<file path="src/hdl/trb_pkg.sv">
package trb_pkg;

  // Search and table sizing
  localparam int MAX_STEPS     = 32;
  localparam int LN_TABLE_BITS = 10;
  localparam int LN_TABLE_SIZE = 1 << LN_TABLE_BITS;
  localparam int LN_W          = 26;                 // Q26 table entry width
  localparam int DIV_W         = LN_TABLE_BITS + 32; // dividend width
  localparam int DVS_W         = LN_TABLE_BITS + 2;  // divisor width
  localparam int EVAL_LAT      = 7;                  // r load to sign ready

  // Fixed Steinhart-Hart coefficients
  localparam logic [32:0] SH_A40 = 33'd1241568530;
  localparam logic [34:0] SH_B56 = 35'd16868682764;
  localparam logic [32:0] SH_C56 = 33'd6323342107;
  localparam logic signed [15:0] KELVIN_OFFSET16 = 16'sd4370;

  // Configuration register indexes
  localparam logic [1:0] REG_LOW  = 2'd0;
  localparam logic [1:0] REG_HIGH = 2'd1;
  localparam logic [1:0] REG_TOL  = 2'd2;

  typedef enum logic [2:0] {
    C_IDLE, C_CHECK, C_EVAL_LO, C_EVAL_Y, C_DECIDE, C_DONE
  } ctrl_state_e;

  typedef enum logic [2:0] {
    B_JOB, B_DIVZ, B_Z2, B_TERM, B_DIVT, B_ACC, B_STORE, B_READY
  } build_state_e;

  typedef struct packed {
    logic start;
    logic load_r;
    logic r_sel_y;
    logic cap_lo;
    logic cap_y;
    logic step_inc;
    logic decide;
    logic out_load;
    logic out_status;
  } trb_cmd_t;

  typedef struct packed {
    logic within_tol;
    logic at_cap;
    logic signs_differ;
  } trb_stat_t;

endpackage

</file>
<file path="src/hdl/trb_ctrl.sv">
module trb_ctrl (
  input  logic                 clk_i,
  input  logic                 rst_ni,
  input  logic                 in_valid_i,
  input  logic                 tab_ready_i,
  input  logic                 out_stall_i,
  input  trb_pkg::trb_stat_t   stat_i,
  output logic                 in_stall_o,
  output logic                 out_valid_o,
  output trb_pkg::trb_cmd_t    cmd_o
);
  import trb_pkg::*;

  ctrl_state_e state_q, state_d;
  logic [2:0]  cnt_q, cnt_d;
  logic        lo_known_q, lo_known_d;
  logic        cap_q, cap_d;
  logic        ov_q, ov_d;
  logic        out_free;

  assign out_free   = !ov_q || !out_stall_i;
  assign in_stall_o = !(state_q == C_IDLE && tab_ready_i);

  always_comb begin
    state_d    = state_q;
    cnt_d      = cnt_q + 1'b1;
    lo_known_d = lo_known_q;
    cap_d      = cap_q;
    ov_d       = ov_q && out_stall_i;
    cmd_o      = '0;
    cmd_o.out_status = cap_q;
    case (state_q)
      C_IDLE: begin
        if (in_valid_i && tab_ready_i) begin
          cmd_o.start = 1'b1;
          lo_known_d  = 1'b0;
          state_d     = C_CHECK;
        end
      end
      C_CHECK: begin
        // Stop on tolerance, then on the step cap, else take a step
        if (stat_i.within_tol) begin
          cap_d   = 1'b0;
          state_d = C_DONE;
        end else if (stat_i.at_cap) begin
          cap_d   = 1'b1;
          state_d = C_DONE;
        end else begin
          cmd_o.step_inc = 1'b1;
          cmd_o.load_r   = 1'b1;
          cmd_o.r_sel_y  = lo_known_q;
          cnt_d          = '0;
          state_d        = lo_known_q ? C_EVAL_Y : C_EVAL_LO;
        end
      end
      C_EVAL_LO: begin
        if (cnt_q == 3'(EVAL_LAT)) begin
          cmd_o.cap_lo  = 1'b1;
          cmd_o.load_r  = 1'b1;
          cmd_o.r_sel_y = 1'b1;
          lo_known_d    = 1'b1;
          cnt_d         = '0;
          state_d       = C_EVAL_Y;
        end
      end
      C_EVAL_Y: begin
        if (cnt_q == 3'(EVAL_LAT)) begin
          cmd_o.cap_y = 1'b1;
          state_d     = C_DECIDE;
        end
      end
      C_DECIDE: begin
        cmd_o.decide = 1'b1;
        state_d      = C_CHECK;
      end
      C_DONE: begin
        // Hold the result until the output register frees up
        if (out_free) begin
          cmd_o.out_load = 1'b1;
          ov_d           = 1'b1;
          state_d        = C_IDLE;
        end
      end
      default: begin
        state_d = C_IDLE;
      end
    endcase
  end

  always_ff @(posedge clk_i or negedge rst_ni) begin
    if (!rst_ni) begin
      state_q    <= C_IDLE;
      cnt_q      <= '0;
      lo_known_q <= 1'b0;
      cap_q      <= 1'b0;
      ov_q       <= 1'b0;
    end else begin
      state_q    <= state_d;
      cnt_q      <= cnt_d;
      lo_known_q <= lo_known_d;
      cap_q      <= cap_d;
      ov_q       <= ov_d;
    end
  end

  assign out_valid_o = ov_q;

endmodule

</file>
<file path="config.mk">
export PLATFORM = sky130hd
export DESIGN_NAME = trb_ctrl
export DESIGN_NICKNAME = d
export VERILOG_FILES = /design/src/hdl/trb_pkg.sv /design/src/hdl/trb_ctrl.sv
export SDC_FILE = /design/constraint.sdc
export NUM_CORES = 1
export LEC_CHECK = 0
export BUFFER_PORTS_ARGS = -buffer_cell sky130_fd_sc_hd__buf_2
export CELL_PAD_IN_SITES_DETAIL_PLACEMENT = 1
export CELL_PAD_IN_SITES_GLOBAL_PLACEMENT = 2
export CORE_MARGIN = 2
export CORE_UTILIZATION = 28
export DETAILED_ROUTE_END_ITERATION = 12
export HOLD_SLACK_MARGIN = 0.1
export PLACE_DENSITY = 0.9
export SLEW_MARGIN = 30
export SYNTH_ARGS = -nofsm -noshare
export SYNTH_HDL_FRONTEND = slang
export SYNTH_SLANG_ARGS = --single-unit
</file>
<file path="constraint.sdc">
create_clock -name clk_i -period 3.97 [get_ports clk_i]
set_clock_uncertainty 0.1 [all_clocks]
set_input_delay 0.397 -clock clk_i [delete_from_list [all_inputs] [get_ports clk_i]]
set_output_delay 0.397 -clock clk_i [all_outputs]
set_load 0.01 [all_outputs]
</file>
==> impl_metrics.py, run 1 <==
metrics = {
    "status": {
        "status": "completed",
    },
    "floorplanning": {
        "start_util_pct": 28.8,
        "die_h_um": 48.5,
        "core_area_mm2": 0.00192,
        "fp.dieArea_mm2": 0.00235,
        "die_w_um": 48.5,
        "boundaryPins": 19,
        "num_rows": 16,
    },
    "grt": {
        "first_global_vias": 532,
        "global_route.usage.met3_pct": 2.16,
        "antenna_found_initial": 0,
        "grt_pass1_wl_mm": 2.43,
        "gr-total-overflow": 0,
        "grt_start_max_net_pins": 17,
        "globalRouteMet2Util_pct": 21.5,
        "grt_most_used_layer": "met2",
        "globalRouteMet1Util_pct": 17.3,
        "overall_fraction_of_global_route_tracks_in_use_pct": 13.2,
    },
    "worst_setup_path": {
        "path_delay_family": "flip-flops",
        "cp_cell_sequence": "or4b_1, a21oi_2, buf_2",
        "cp.buffers_inverters": 1,
        "critical_path_peak_fanout": 16,
        "worstSetupStartpointType": "flop",
        "reg2reg_from": "state_q[0]",
        "crit_required_ns": 3.47,
        "worst-setup-path-type": "flop to primary output",
        "reg2reg_setup_slack_ns": 2.33,
        "cp_data_arrival_time_ns": 1.78,
        "rr_worst_depth": 3,
        "rr_endpoint": "cnt_q[2]",
        "crit_path_end_kind": "primary output",
        "critical_path.max_stage_delay_ns": 0.62,
        "cp_slowest_cell": "sky130_fd_sc_hd__dfrtp_1",
    },
    "clocking": {
        "cts.sink_count": 9,
        "cts_max_level": 1,
        "cts_tree": "built",
        "tritoncts.num_buffers": 3,
        "cts_buffer_depth": 2,
        "clk_root_buffer_cell": "sky130_fd_sc_hd__clkbuf_4",
        "worst_skew_pair.late_latency_ns": 0.26,
        "cts.reportedPaths.clkPinSlew_ns": 0.07,
        "post_cts.resized_instances": 0,
    },
    "worst_hold_path": {
        "holdCritStartpoint": "stat_i[2]",
        "hold_path_endpoint": "cap_q",
        "worst_hold_path_type": "input pin to flop",
        "hold_path_depth": 2,
    },
    "power_and_ir_drop": {
        "ir_drop_mv": 0.219,
        "pwr_cell_area_mw_per_mm2": 701,
        "total_leakage_power_nw": 0.320,
        "design_power_total_mw": 0.480,
    },
    "yosys": {
        "synth-seq-area-share_pct": 40.6,
        "syn_nets": 73,
        "yosysTopAreaCell": "sky130_fd_sc_hd__dfrtp_1",
        "number_of_distinct_library_cells_after_synthesis": 28,
        "synth_cells": 63,
        "synth.cell_area_um2": 554,
        "commonest_cells_post_synth": "sky130_fd_sc_hd__dfrtp_1 (9), sky130_fd_sc_hd__nand2_1 (8), sky130_fd_sc_hd__nor2_1 (8)",
        "synth.top_cells.by_area": "sky130_fd_sc_hd__dfrtp_1 (41%), sky130_fd_sc_hd__nand2_1 (5.4%), sky130_fd_sc_hd__nor2_1 (5.4%)",
        "synthMostInstantiatedCell": "sky130_fd_sc_hd__dfrtp_1",
        "synth_async_sr_flop_share_pct": 100,
        "synth_edf_count": 0,
        "synth_flop_cell": "sky130_fd_sc_hd__dfrtp_1",
        "yosys_warnings": 0,
        "yosys_register_bits": 9,
        "yosysTopAreaCellShare_pct": 40.6,
        "avg_inst_size_synth_um2": 8.80,
    },
    "cells_and_area": {
        "areaGrowthSynthToFinish_pct": 23.5,
        "antenna-diode-count": 0,
        "fin_nets": 92,
        "drive_above_1_share_pct": 25.9,
        "filler_cell_count": 256,
    },
    "timing": {
        "max_fclk_mhz": 439,
        "final_min_period_over_clock_period_pct": 57.3,
        "report.final.slew_viol_count": 0,
        "final.setup.tns_ns": 0,
        "hold_violations": 0,
        "timing.slew.headroom_pct": 70.3,
        "min_period_ns": 2.28,
        "max_slew.worst_pin.slew_ns": 0.446,
        "setup_viol_count_final": 0,
        "grt_setup_unrepaired": "no",
    },
    "route": {
        "drt-wirelength-per-cell_um": 12.4,
        "vias_after_detailed_routing": 521,
        "ant_nets": 0,
        "drc_errors": 0,
        "drt_pre_antenna_iters": 4,
        "drt_iter0_drc": 5,
        "viasPerCell": 4.82,
        "drt-total-wl_mm": 1.34,
    },
    "placement": {
        "hpwl_detailed_um": 991,
        "port-buffer-count": 17,
        "place.gp.congestion": 0.749,
    },
    "flow_run": {
        "maxcap_violations": 0,
    },
}
## worst max-delay path by stage
stage	slack, ns	cells after the start	end	startpoint
global placement	2.00	3	cmd_o[7]	state_q[1]
CTS	1.67	3	cmd_o[7]	state_q[0]
finish	1.69	3	cmd_o[7]	state_q[0]
detailed placement	1.97	3	cmd_o[7]	state_q[0]
floorplan	2.25	4	cmd_o[6]	state_q[1]
global route	1.57	3	cmd_o[7]	state_q[0]
## timing repair
item,4_1_cts,5_1_grt
hold buffers,1,0
endpoints found under the hold margin,9,0
setup buffers,0,0
## cells by family (layout without fill, tap and decap cells)
group	Yosys count	in the layout	share of synthesized area [%]
flip-flops	9	9	40.6
AND/OR/NAND/NOR	34	34	33.4
XOR/XNOR	1	1	1.58
AO/OA/AOI/OAI	13	13	15.3
buffers and inverters	4	22	4.51
adder cells (fa/ha/maj)	2	2	4.51
## state kept, by name, indices dropped and copies added, names as in the netlist
signal,cells
out_valid_o,1
lo_known_q,1
state_q,3
cnt_q,3
cap_q,1
## report_power, final
part / internal [mW] / switching (mW) / leakage, nW
clock: 0.0387 / 0.0327 / 0.0150
sequential: 0.135 / 0.0754 / 0.109
combinational: 0.102 / 0.0954 / 0.196
total: 0.276 / 0.204 / 0.320
## through the flow
stage	worst slack (ns)	util [%]	std cells	cell area, um^2	hold WS (ns)
finish	1.69	35.6	108	684	0.256
CTS	1.67	35.6	108	684	0.250
global placement	2.00	33.7	103	648	0.163
global route	1.57	35.6	108	684	0.277
detailed placement	1.97	33.7	103	648	0.168
floorplan	2.25	-	63	554	0.00141
## worst reg2reg max path, delay by kind of cell, from the launching register on
family           cells  cell delay [ns]
flip-flops           1             0.62
AND/OR/NAND/NOR      2             0.58
AO/OA/AOI/OAI        1             0.23
## cell usage in the layout, fill, tap and decap left out
cell	Yosys	layout
sky130_fd_sc_hd__a211oi_1	1	1
sky130_fd_sc_hd__a21oi_1	5	5
sky130_fd_sc_hd__a21oi_2	1	1
sky130_fd_sc_hd__a31oi_1	1	1
sky130_fd_sc_hd__a41o_1	1	1
sky130_fd_sc_hd__and2_1	1	1
sky130_fd_sc_hd__and3_1	1	1
sky130_fd_sc_hd__and4b_1	1	1
sky130_fd_sc_hd__buf_2	2	17
sky130_fd_sc_hd__clkbuf_1	0	1
sky130_fd_sc_hd__clkbuf_4	0	3
sky130_fd_sc_hd__dfrtp_1	9	9
sky130_fd_sc_hd__dlygate4sd3_1	0	1
sky130_fd_sc_hd__ha_1	2	2
sky130_fd_sc_hd__nand2_1	8	8
sky130_fd_sc_hd__nand2b_1	3	3
sky130_fd_sc_hd__nand3_1	2	2
sky130_fd_sc_hd__nand3b_1	1	1
sky130_fd_sc_hd__nand4b_1	1	1
sky130_fd_sc_hd__nor2_1	8	8
sky130_fd_sc_hd__nor2b_1	1	1
sky130_fd_sc_hd__nor3_1	3	3
sky130_fd_sc_hd__nor3b_1	1	1
sky130_fd_sc_hd__nor4b_1	1	1
sky130_fd_sc_hd__nor4bb_1	1	1
sky130_fd_sc_hd__o21a_1	2	2
sky130_fd_sc_hd__o21ai_0	1	1
sky130_fd_sc_hd__o31ai_1	1	1
sky130_fd_sc_hd__or4b_1	1	1
sky130_fd_sc_hd__xnor2_1	1	1
## cell type report
cell class | instances | area (um^2) | area share, %
flip-flops and latches | 9 | 225 | 32.9
multi-input cells | 50 | 304 | 44.4
well taps | 27 | 33.8 | 4.94
repair buffers | 18 | 95.1 | 13.9
clock buffers | 4 | 26.3 | 3.84
## layer usage
metal	vias up	wire length [um]
met5	-	0
met4	0	14
met3	2	68
met2	13	640
met1	248	612
li1	258	-
(Power assumes the default switching activity.)
==> run 2, diff against run 1 <==
CORE_UTILIZATION = 24   (was 28)
PLACE_DENSITY = 0.83   (was 0.9)
clock period = 2 ns   (was 3.97 ns; I/O delays follow)
==> run 2 against run 1 <==
Net effect:
- non-clock buffer count grew 3
- clock power grew 110%
- total power grew 110%
- utilization shrank 3.2 points
- final cell count grew 3.7%
- sequential power grew 73%
- register-to-register slack lost 1.8 ns
- die area grew 15%
- combinational power grew 140%
- global-route usage shrank 1.4 points
- worst setup slack lost 1.6 ns
- sequential cell count is the same
- largest cell class unchanged
- largest power group is now combinational logic
==> impl_metrics.py, run 2 (synthesized netlist as in run 1, its figures left out) <==
metrics = {
    "status": {
        "status": "completed",
    },
    "power_and_ir_drop": {
        "ir_drop_mv": 0.433,
        "pwr_cell_area_mw_per_mm2": 1400,
        "total_leakage_power_nw": 0.334,
    },
    "clocking": {
        "cts_buffer_depth": 2,
        "clk_root_buffer_cell": "sky130_fd_sc_hd__clkbuf_4",
        "postCtsSetupBuffers": 0,
        "tritoncts.num_buffers": 3,
        "cts.sink_count": 9,
        "cts_max_level": 1,
        "cts.reportedPaths.clkPinSlew_ns": 0.07,
        "cts_tree": "built",
        "post_cts.resized_instances": 0,
        "worst_skew_pair.late_latency_ns": 0.27,
    },
    "cells_and_area": {
        "fin_nets": 95,
        "areaGrowthSynthToFinish_pct": 28.2,
        "antenna-diode-count": 0,
        "drive_above_1_share_pct": 27.4,
        "post-route-util_pct": 32.4,
        "layout_common_cells": "sky130_fd_sc_hd__buf_2 (17), sky130_fd_sc_hd__dfrtp_1 (9), sky130_fd_sc_hd__nor2_1 (8), sky130_fd_sc_hd__nand2_1 (8), sky130_fd_sc_hd__a21oi_1 (5)",
        "top_regs": "cnt_q x3, state_q x3",
        "mostFrequentLayoutCell": "sky130_fd_sc_hd__buf_2",
    },
    "worst_setup_path": {
        "crit_path_end_kind": "primary output",
        "cp_data_arrival_time_ns": 1.59,
        "reg2reg_from": "state_q[1]",
        "critical_path.max_stage_delay_ns": 0.55,
        "crit_start": "state_q[1]",
        "worst-setup-path-type": "flop to primary output",
        "crit_required_ns": 1.70,
        "critical_path_peak_fanout": 4,
        "worstSetupStartpointType": "flop",
        "cp_slowest_cell": "sky130_fd_sc_hd__or4b_1",
        "cp_cell_sequence": "or4b_1, a21oi_2, buf_2",
    },
    "timing": {
        "max_fclk_mhz": 528,
        "max_slew.worst_pin.slew_ns": 0.475,
        "min_period_ns": 1.89,
        "final.setup.tns_ns": 0,
        "final_min_period_over_clock_period_pct": 94.7,
        "hold_violations": 0,
        "report.final.slew_viol_count": 0,
        "setup_viol_count_final": 0,
        "timing.slew.headroom_pct": 68.3,
        "grt_setup_unrepaired": "no",
    },
    "grt": {
        "first_global_vias": 528,
        "grt_pass1_wl_mm": 2.30,
        "grt_start_max_net_pins": 16,
        "overall_fraction_of_global_route_tracks_in_use_pct": 11.9,
        "antenna_found_initial": 0,
        "gr-total-overflow": 0,
    },
    "route": {
        "drt_pre_antenna_iters": 4,
        "drt_iter0_drc": 7,
        "drc_errors": 0,
        "topRoutingLayerUsed": "met4",
        "vias_after_detailed_routing": 538,
        "met3RoutedLength_um": 75,
        "met1Wirelength_um": 650,
        "wl_met2_um": 660,
        "drt-total-wl_mm": 1.43,
        "drt-wirelength-per-cell_um": 12.7,
        "ant_nets": 0,
        "viasPerCell": 4.80,
    },
    "floorplanning": {
        "num_rows": 17,
        "boundaryPins": 19,
        "start_util_pct": 25.3,
        "die_w_um": 52.1,
        "core_area_mm2": 0.00219,
        "fp.dieArea_mm2": 0.00271,
        "die_h_um": 52.1,
    },
    "worst_hold_path": {
        "worst_hold_path_type": "input pin to flop",
        "holdCritStartpoint": "out_stall_i",
    },
    "placement": {
        "hpwl_detailed_mm": 1.05,
        "port-buffer-count": 17,
        "place.gp.congestion": 0.663,
    },
    "flow_run": {
        "maxcap_violations": 0,
    },
}
run 2: stage by stage:
| step | power [mW] | setup slack [ns] | hold slack [ns] | instance area (um^2) | instances |
|---|---|---|---|---|---|
| 3_5_place_dp | 0.851 | 0.389 | -0.0297 | 664 | 106 |
| 6_report | 0.993 | 0.105 | 0.121 | 711 | 112 |
| 5_1_grt | 1.10 | 0.0304 | 0.160 | 711 | 112 |
| 2_1_floorplan | 0.713 | 0.478 | -0.196 | 554 | 63 |
| 4_1_cts | 1.01 | 0.0891 | 0.112 | 711 | 112 |
| 3_3_place_gp | 0.829 | 0.397 | -0.0270 | 664 | 106 |
run 2: final timing paths:
check | to | slack [ns] | cells after the start
max in group asynchronous | cnt_q[0] | 1.36 | 2
worst min-delay path | out_valid_o | 0.12 | 3
worst max-delay path | cmd_o[7] | 0.11 | 3
min in group asynchronous | state_q[2] | 0.24 | 2
worst max register to register | cnt_q[2] | 0.54 | 3
worst min register to register | cnt_q[0] | 0.37 | 1
run 2: area by class of cell:
cell class | instances | area (um^2)
clock buffer | 4 | 26.3
multi-input combinational | 50 | 304
timing repair buffer | 21 | 120
sequential | 9 | 225
fill | 276 | 1480
tap | 28 | 35.0
run 2: critical path, delay by kind of cell, from the launching register on:
kind	cells	cell delay (ns)
flops	1	0.39
compound gates	1	0.22
simple gates	1	0.55
buf+inv	1	0.17
run 2: timing repair:
item                                   CTS  global route
hold buffers                             2             0
setup endpoints to repair                0             0
endpoints found under the hold margin   10             0
run 2: metal layers:
metal	GRT usage (%)	vias up
li1	-	267
met1	14.6	251
met2	18.6	16
met3	1.44	4
met4	9.21	0
met5	0	-
run 2: power breakdown:
group | switching [mW] | total, mW | internal, mW
clock network | 0.0700 | 0.147 | 0.0771
logic | 0.252 | 0.481 | 0.229
registers | 0.0952 | 0.365 | 0.270
total | 0.417 | 0.993 | 0.575
==> run 3, diff against run 2 <==
CORE_UTILIZATION = 28   (was 24)
PLACE_DENSITY = 0.9   (was 0.83)
clock period = 2.2 ns   (was 2 ns; I/O delays follow)
==> run 3 against run 2 <==
Net effect:
- global-route usage rose by 1.8 points
- utilization rose by 4.5 points
- non-clock buffer count is the same
- clock-buffer cell count stayed put
- die area decreased by 13%
- worst hold slack improved by 0.0097 ns
- via count decreased by 0.93%
- combinational power decreased by 12%
- worst setup slack got worse by 0.0046 ns
- final cell count fell by 0.89%
- sequential cell count is the same
- design area decreased by 0.18%
- largest cell class unchanged
==> impl_metrics.py, run 3 (synthesized netlist as in run 1, its figures left out) <==
metrics = {
    "status": {
        "status": "completed",
    },
    "timing": {
        "fin_hold_ws_ns": 0.131,
        "max_slew.worst_pin.slew_ns": 0.454,
        "min_period_ns": 2.10,
        "max_fclk_mhz": 476,
        "hold_violations": 0,
        "final.setup.tns_ns": 0,
        "timing.slew.headroom_pct": 69.7,
        "final_min_period_over_clock_period_pct": 95.4,
        "report.final.slew_viol_count": 0,
        "setup_viol_count_final": 0,
        "grt_setup_unrepaired": "no",
        "fin_ws_ns": 0.101,
    },
    "floorplanning": {
        "die_w_um": 48.5,
        "start_util_pct": 28.8,
        "fp.dieArea_mm2": 0.00235,
        "core_area_mm2": 0.00192,
        "die_h_um": 48.5,
        "num_rows": 16,
        "boundaryPins": 19,
    },
    "clocking": {
        "number_of_buffers_added_to_fix_hold_violations_after_cts": 2,
        "cts_tree": "built",
        "cts_max_level": 1,
        "tritoncts.num_buffers": 3,
        "clk_root_buffer_cell": "sky130_fd_sc_hd__clkbuf_4",
        "cts.sink_count": 9,
        "post_cts.resized_instances": 0,
        "cts.reportedPaths.clkPinSlew_ns": 0.06,
        "cts_buffer_depth": 2,
        "postCtsSetupBuffers": 0,
        "worst_skew_pair.late_latency_ns": 0.26,
    },
    "placement": {
        "place.gp.congestion": 0.692,
        "placedCellCount": 105,
        "placed_cell_area_um2": 663,
        "port-buffer-count": 17,
        "hpwl_detailed_mm": 1.04,
        "placement.setup.worst_slack_ns": 0.511,
    },
    "power_and_ir_drop": {
        "swShare_pct": 41.5,
        "seq_power_share_pct": 37.8,
        "ir_drop_mv": 0.469,
        "total_leakage_power_nw": 0.334,
        "clkPwrFrac_pct": 14.5,
        "comb_power_share_pct": 47.7,
        "power.internal_mw": 0.521,
        "pwr_cell_area_mw_per_mm2": 1250,
        "p_sw_mw": 0.369,
    },
    "route": {
        "ant_nets": 0,
        "viasPerCell": 4.80,
        "vias_after_detailed_routing": 533,
        "drt_pre_antenna_iters": 4,
        "drt_iter0_drc": 9,
        "drc_errors": 0,
        "drt-wirelength-per-cell_um": 12.5,
        "drt-total-wl_mm": 1.39,
    },
    "flow_run": {
        "maxcap_violations": 0,
    },
    "worst_setup_path": {
        "crit_required_ns": 1.88,
        "critical_path.max_stage_delay_ns": 0.52,
        "cp.buffers_inverters": 3,
        "path_delay_family": "buffers and inverters",
        "rr_worst_depth": 3,
        "critPathMostFrequentCell": "sky130_fd_sc_hd__buf_2",
        "cp_cell_sequence": "dlygate4sd3_1, buf_2, or4b_1, a21oi_2, buf_2",
        "path_depth": 5,
        "cp_slowest_cell": "sky130_fd_sc_hd__dlygate4sd3_1",
        "rr_endpoint": "cnt_q[1]",
        "worst-setup-path-type": "input pin to primary output",
        "crit_path_end_kind": "primary output",
        "cp_data_arrival_time_ns": 1.78,
        "reg2reg_setup_slack_ns": 0.71,
        "critical_path_peak_fanout": 5,
        "worstSetupStartpointType": "input pin",
        "reg2reg_from": "state_q[1]",
    },
    "worst_hold_path": {
        "holdCritStartpoint": "out_stall_i",
        "worst_hold_path_type": "input pin to flop",
        "hold_path_depth": 3,
        "hold_path_endpoint": "out_valid_o",
    },
    "grt": {
        "overall_fraction_of_global_route_tracks_in_use_pct": 13.6,
        "global_route.usage.met3_pct": 5.25,
        "antenna_found_initial": 0,
        "grt_pass1_wl_mm": 2.53,
        "grt_start_max_net_pins": 16,
        "globalRouteMet1Util_pct": 16.7,
        "gr-total-overflow": 0,
        "first_global_vias": 562,
        "globalRouteMet2Util_pct": 22.9,
        "grt_most_used_layer": "met2",
    },
    "cells_and_area": {
        "mostFrequentLayoutCell": "sky130_fd_sc_hd__buf_2",
        "fin_nets": 95,
        "top_regs": "cnt_q x3, state_q x3",
        "layout.cell_area.non_filler_um2": 709,
        "layout_common_cells": "sky130_fd_sc_hd__buf_2 (17), sky130_fd_sc_hd__dfrtp_1 (9), sky130_fd_sc_hd__nor2_1 (8), sky130_fd_sc_hd__nand2_1 (8), sky130_fd_sc_hd__a21oi_1 (5)",
        "antenna-diode-count": 0,
        "drive_above_1_share_pct": 27.4,
        "post_layout_nonfiller_instances": 111,
        "areaGrowthSynthToFinish_pct": 28.0,
    },
}
[run 3: final cells by class]
type,instances,area (um^2)
multi-input cells,50,304
well taps,27,33.8
flip-flops and latches,9,225
repair buffers,21,120
clock buffers,4,26.3
fillers,252,1210
[run 3: power groups by stage]
stage / combinational (mW) / sequential (mW) / clock [mW]
5_1_grt: 0.489 / 0.353 / 0.145
3_5_place_dp: 0.428 / 0.338 / 0
4_1_cts: 0.434 / 0.336 / 0.137
6_report: 0.425 / 0.336 / 0.129
3_3_place_gp: 0.411 / 0.333 / 0
2_1_floorplan: 0.338 / 0.310 / 0
[run 3: how the worst max path moves through the flow]
stage	start	end	slack, ns
detailed placement	state_q[1]	cmd_o[7]	0.51
finish	stat_i[2]	cmd_o[7]	0.10
floorplan	state_q[1]	cmd_o[6]	0.66
CTS	stat_i[2]	cmd_o[7]	0.09
global placement	state_q[1]	cmd_o[7]	0.55
global route	stat_i[2]	cmd_o[7]	0.03
[run 3: tightest hold or removal path, stage by stage]
cell and delay (ns):
sky130_fd_sc_hd__buf_2 0.08, sky130_fd_sc_hd__nand2_1 0.08, sky130_fd_sc_hd__nand2_1 0.07
[run 3: per-layer routing]
layer | routed length, um | vias up
li1 | - | 270
met1 | 636 | 250
met2 | 674 | 13
met3 | 75 | 0
met4 | 0 | 0
met5 | 0 | -
[run 3: through the flow]
stage          power [mW]  utilization [%]
4_1_cts             0.908             36.9
3_3_place_gp        0.744             34.5
5_1_grt             0.988             36.9
6_report            0.890             36.9
2_1_floorplan       0.648                -
3_5_place_dp        0.766             34.5
